==> config.mk <==
export PLATFORM = sky130hd
export DESIGN_NAME = etb_cordic_cell
export DESIGN_NICKNAME = d
export VERILOG_FILES = /design/src/hw/rtl/etb_pkg.sv /design/src/hw/rtl/etb_cordic_cell.sv
export SDC_FILE = /design/constraint.sdc
export NUM_CORES = 1
export LEC_CHECK = 0
export ABC_AREA = 1
export BUFFER_PORTS_ARGS = -buffer_cell sky130_fd_sc_hd__clkbuf_2
export CAP_MARGIN = 5
export CORE_ASPECT_RATIO = 2
export CORE_MARGIN = 2
export CORE_UTILIZATION = 40
export CTS_BUF_LIST = sky130_fd_sc_hd__clkbuf_16
export CTS_CLUSTER_DIAMETER = 80
export DETAILED_ROUTE_END_ITERATION = 12
export SYNTH_ARGS = -nofsm -noshare
export SYNTH_HDL_FRONTEND = slang
export SYNTH_SLANG_ARGS = --single-unit
==> constraint.sdc <==
create_clock -name clk -period 1.3 [get_ports clk]
set_clock_uncertainty 0.15 [all_clocks]
set_input_delay 0.13 -clock clk [delete_from_list [all_inputs] [get_ports clk]]
set_output_delay 0.13 -clock clk [all_outputs]
set_load 0.01 [all_outputs]
==> src/hw/rtl/etb_pkg.sv <==
// Shared constants, types and a function for the Euler-to-basis-vector block.
package etb_pkg;

	localparam int FRAC_BITS_DEF  = 14;
	localparam int ANGLE_BITS_DEF = 16;
	localparam int ITERS          = 30;
	localparam int ZW             = 32;
	localparam int XW             = 33;
	localparam int LIM_W          = 10;
	localparam logic [LIM_W-1:0] LIM_RESET = 10'd2;
	localparam logic signed [XW-1:0] X_INIT = 33'sd652032874;

	localparam logic [1:0] ADDR_LIMIT = 2'd0;

	// arctangent of 2^-i, 2^30 = 90 degrees scaled phase units
	function automatic logic signed [ZW-1:0] atan_at(input int i);
		logic signed [ZW-1:0] t [ITERS];
		t = '{32'sh20000000, 32'sh12E4051E, 32'sh09FB385B, 32'sh051111D4,
			32'sh028B0D43, 32'sh0145D7E1, 32'sh00A2F61E, 32'sh00517C55,
			32'sh0028BE53, 32'sh00145F2F, 32'sh000A2F98, 32'sh000517CC,
			32'sh00028BE6, 32'sh000145F3, 32'sh0000A2FA, 32'sh0000517D,
			32'sh000028BE, 32'sh0000145F, 32'sh00000A30, 32'sh00000518,
			32'sh0000028C, 32'sh00000146, 32'sh000000A3, 32'sh00000051,
			32'sh00000029, 32'sh00000014, 32'sh0000000A, 32'sh00000005,
			32'sh00000003, 32'sh00000001};
		return t[i];
	endfunction

	// one rotation lane of a CORDIC cell
	typedef struct packed {
		logic signed [XW-1:0] x;
		logic signed [XW-1:0] y;
		logic signed [ZW-1:0] z;
		logic [1:0]           q;
	} lane_t;

	typedef struct packed {
		lane_t p;
		lane_t yw;
		lane_t r;
	} cell_data_t;

endpackage

==> src/hw/rtl/etb_cordic_cell.sv <==
// One CORDIC micro-rotation cell for three angle lanes, registered.
module etb_cordic_cell import etb_pkg::*; #(
	parameter int STEP = 0
) (
	input  logic       clk,
	input  logic       arst_n,
	input  logic       adv,
	input  logic       vin,
	input  cell_data_t din,
	output logic       vout,
	output cell_data_t dout
);

	function automatic lane_t rot(input lane_t a);
		lane_t o;
		logic signed [XW-1:0] dx, dy;
		dx = a.y >>> STEP;
		dy = a.x >>> STEP;
		o = a;
		if (!a.z[ZW-1]) begin
			o.x = a.x - dx; o.y = a.y + dy; o.z = a.z - atan_at(STEP);
		end else begin
			o.x = a.x + dx; o.y = a.y - dy; o.z = a.z + atan_at(STEP);
		end
		return o;
	endfunction

	// valid travels with data
	always_ff @(posedge clk or negedge arst_n) begin
		if (!arst_n) vout <= 1'b0;
		else if (adv) vout <= vin;
	end

	always_ff @(posedge clk) begin
		if (adv) begin
			dout.p  <= rot(din.p);
			dout.yw <= rot(din.yw);
			dout.r  <= rot(din.r);
		end
	end

endmodule

==> flow_summary.json <==
{
  "ctsHoldBuffers": 121,
  "setup_viol": 476,
  "hpwl_um": 134700,
  "ys_types": 38,
  "failed_checks": "hold timing, setup timing",
  "worstPathRequired_ps": 1020,
  "worst_case_vdd_ir_drop_mv": 1.226,
  "clock.fmax_mhz": 568.0,
  "worst-path-max-fanout": 1,
  "rsz0062_at_grt": "yes",
  "floorplan.die.height_um": 401.5,
  "tightest_slew_ps": 546.8,
  "ant_nets": 0,
  "holdWs_ps": -90.05,
  "critical_path.reg2reg.startpoint": "vout",
  "timing.critical_path.buf_inv": 1,
  "synthesis.nets": 5594,
  "hold_path_sink": "dout[35]",
  "via_count": 41040,
  "critical_path.max_stage_delay_ps": 580,
  "post_route_cells_drive_above_1_share_pct": 53.55,
  "synth_area_per_inst_um2": 6.333,
  "power.leakage_uw": 0.03017,
  "sequential_element_share_of_the_synthesized_area_pct": 28.30,
  "worst_r2r_path_depth": 1,
  "hold_class": "in2reg",
  "outcome": "finished with violations",
  "endpoint_kind": "output pin",
  "sequentialPowerShare_pct": 25.9,
  "die_x_um": 202.8,
  "max_cap_viol_count": 0,
  "pwr-share-comb_pct": 54.4,
  "flow.area_growth_from_synthesis_pct": 86.58,
  "finalCritPeriodShare_pct": 135.4,
  "drt_first_pass_iters": 7,
  "worst_r2r_endpoint": "vout",
  "post-route-worst-setup-slack_ps": -460.4,
  "total_power_uw": 49080,
  "slew_headroom_pct": 63.42,
  "hold-path-cell-count": 4,
  "clkPwrFrac_pct": 19.7,
  "grt.overflow.total": 0,
  "edff_count_synth": 297,
  "root_buffer": "sky130_fd_sc_hd__clkbuf_16",
  "finish.instance_area_um2": 58960,
  "routed_wire_length_per_instance_um": 21.96,
  "floorplan.rows": 145,
  "timing.reg2reg.setup_slack_ps": 410,
  "ys_warns": 0,
  "first_pass_grt_wire_length_um": 241600,
  "postRouteWirelength_um": 172300,
  "internal_power_uw": 28490,
  "initial_utilization_pct": 40.41,
  "grt_max_degree": 52,
  "hold_viol": 6,
  "path_cells": "buf_6",
  "asyncSetResetFlopFracSynth_pct": 0.3356,
  "route.detailed.drc": 0,
  "timing.final.max_slew_violations": 0,
  "cts_made_buffers": 31,
  "ctsHtreeMaxLevel": 1,
  "floorplan.io_pins": 605,
  "swShare_pct": 41.96,
  "placed_area_um2": 46340,
  "critPathTopFamily": "flip-flops",
  "gp_congestion": 1.032,
  "finalWorstPathRequiredPeriod_ps": 1760,
  "tot_gr_track_use_pct": 40.04,
  "grt_antenna_before_repair": 13,
  "dieArea_um2": 81400,
  "synth-seq-cells": 298,
  "tritoncts_clock_tree": "yes",
  "syn_inst": 4990,
  "cp_slowest_cell": "sky130_fd_sc_hd__edfxtp_1",
  "clock_insertion_delay_worst_skew_ps": 680,
  "grt_pass1_vias": 42380,
  "net-switching-power_uw": 20600,
  "crit_type": "reg2out",
  "num-nets-final": 7390,
  "design.core.area_um2": 78190,
  "vias_per_cell": 5.231,
  "cts_sinks": 298,
  "drt_iter0_drc": 2042,
  "power_per_cell_area_nw_per_um2": 832.5,
  "synthFlopType": "sky130_fd_sc_hd__edfxtp_1",
  "critical_path_arrival_ps": 1480,
  "timing.critical_path.from_type": "register",
  "mappedNetlistArea_um2": 31600,
  "fin_setup_tns_ps": -90330,
  "hp-start": "din[68]",
  "place.port_buffers": 604,
  "clk_transition_reported_paths_ps": 70,
  "clockBufferDepth": 3
}
[power groups by stage]
stage	Sequential, uW	Clock (uW)	Combinational, uW
final	12700	9660	26700
after global routing	12800	9990	28100
after CTS	12700	9690	23800
after detailed placement	12900	0	20200
after global placement	12900	0	20100
after floorplan	13200	0	9770
[final cells by class]
type,instances,area (um^2)
inverters,952,3941
clock buffers,31,775.7
clock inverters,27,246.5
diodes,5,12.51
fillers,5917,19230
repair buffers,1893,15690
well taps,1029,1287
flip-flops and latches,298,8944
multi-input cells,3610,28060
[Yosys cell counts, types with 13 or more instances]
library cell                  n  area, um^2
sky130_fd_sc_hd__o22ai_1     16       100.1
sky130_fd_sc_hd__nand2_1   1729        6490
sky130_fd_sc_hd__o21ai_1     19       95.09
sky130_fd_sc_hd__nand4_1     39       244.0
sky130_fd_sc_hd__buf_4       31       232.7
sky130_fd_sc_hd__nand3_1    420        2102
sky130_fd_sc_hd__o21bai_1    47       352.8
sky130_fd_sc_hd__nor2_2      20       125.1
sky130_fd_sc_hd__a21oi_1    201        1006
sky130_fd_sc_hd__xor2_1      73       639.4
sky130_fd_sc_hd__o21ai_0    185       925.9
sky130_fd_sc_hd__buf_2       60       300.3
sky130_fd_sc_hd__clkbuf_1    29       108.9
sky130_fd_sc_hd__nand2_2     13       81.33
sky130_fd_sc_hd__inv_1      948        3558
sky130_fd_sc_hd__nor2_1     452        1697
sky130_fd_sc_hd__nor3_1      16       80.08
sky130_fd_sc_hd__ha_1       288        3603
sky130_fd_sc_hd__and2_1      25       156.4
sky130_fd_sc_hd__edfxtp_1   297        8919
[sequential cells by signal, indices dropped and copies added (netlist names)]
register and flops:
vout 1, dout 297
[layer usage]
layer / part of all wire, % / up-vias / global-route usage, %
met1: 30 / 19230 / 33.53
li1: - / 19140 / -
met3: 5.4 / 851 / 6.851
met5: 0.046 / - / 0
met2: 52 / 1801 / 75.67
met4: 12 / 12 / 41.25
[cells in the final DEF, fill, tap and decap left out, types with 77 or more instances in the layout]
master,synthesis,final
sky130_fd_sc_hd__inv_2,4,133
sky130_fd_sc_hd__nand2_1,1729,1016
sky130_fd_sc_hd__buf_6,4,208
sky130_fd_sc_hd__dlygate4sd3_1,0,121
sky130_fd_sc_hd__nand3_2,10,143
sky130_fd_sc_hd__clkbuf_2,0,474
sky130_fd_sc_hd__nand2_2,13,457
sky130_fd_sc_hd__nor2_1,452,189
sky130_fd_sc_hd__ha_1,288,175
sky130_fd_sc_hd__o21ai_1,19,77
sky130_fd_sc_hd__nand3_1,420,228
sky130_fd_sc_hd__nand2_4,1,222
sky130_fd_sc_hd__inv_1,948,743
sky130_fd_sc_hd__nor2_4,0,207
sky130_fd_sc_hd__buf_4,31,921
sky130_fd_sc_hd__a21oi_2,3,83
sky130_fd_sc_hd__edfxtp_1,297,297
sky130_fd_sc_hd__ha_4,0,99
[repair_timing]
action / 4_1_cts / 5_1_grt
buffers inserted: 129 / 95
gates cloned: 0 / 0
endpoints found under the setup margin: 474 / 478
pin swaps: 622 / 574
gates resized for setup: 1360 / 873
endpoints found under the hold margin: 328 / 6
[cell families (layout without fill, tap and decap cells)]
group                      Yosys count  in the layout  share of synthesized area [%]
AOI/OAI and AO/OA                  499            499                          8.556
buffers and inverters             1082           2903                          13.55
other                                0              5                              0
xor gates and xnor gates            74             74                          2.051
adders and majority gates          300            300                          12.16
muxes                                2              2                        0.06731
and+or+nand+nor                   2735           2735                          35.31
DFF                                298            298                          28.30
[how the worst max path moves through the flow]
stage	start	end	slack, ps	cells past startpoint
floorplan	din[167]	dout[191]	-540	13
global placement	din[67]	dout[99]	-1140	14
detailed placement	din[67]	dout[99]	-1170	14
CTS	dout[60]	dout[60]	-400	1
global route	dout[58]	dout[58]	-440	1
finish	dout[58]	dout[58]	-460	1
[stage by stage]
| stage | instances | worst slack [ps] | util (%) |
|---|---|---|---|
| 3_5_place_dp | 7465 | -1165 | 59.26 |
| 5_1_grt | 7841 | -443.7 | 75.39 |
| 6_report | 7845 | -460.4 | 75.41 |
| 2_1_floorplan | 4990 | -539.3 | - |
| 4_1_cts | 7754 | -404.2 | 70.32 |
| 3_3_place_gp | 7465 | -1137 | 59.26 |
Power figures use the tool's default switching activity.
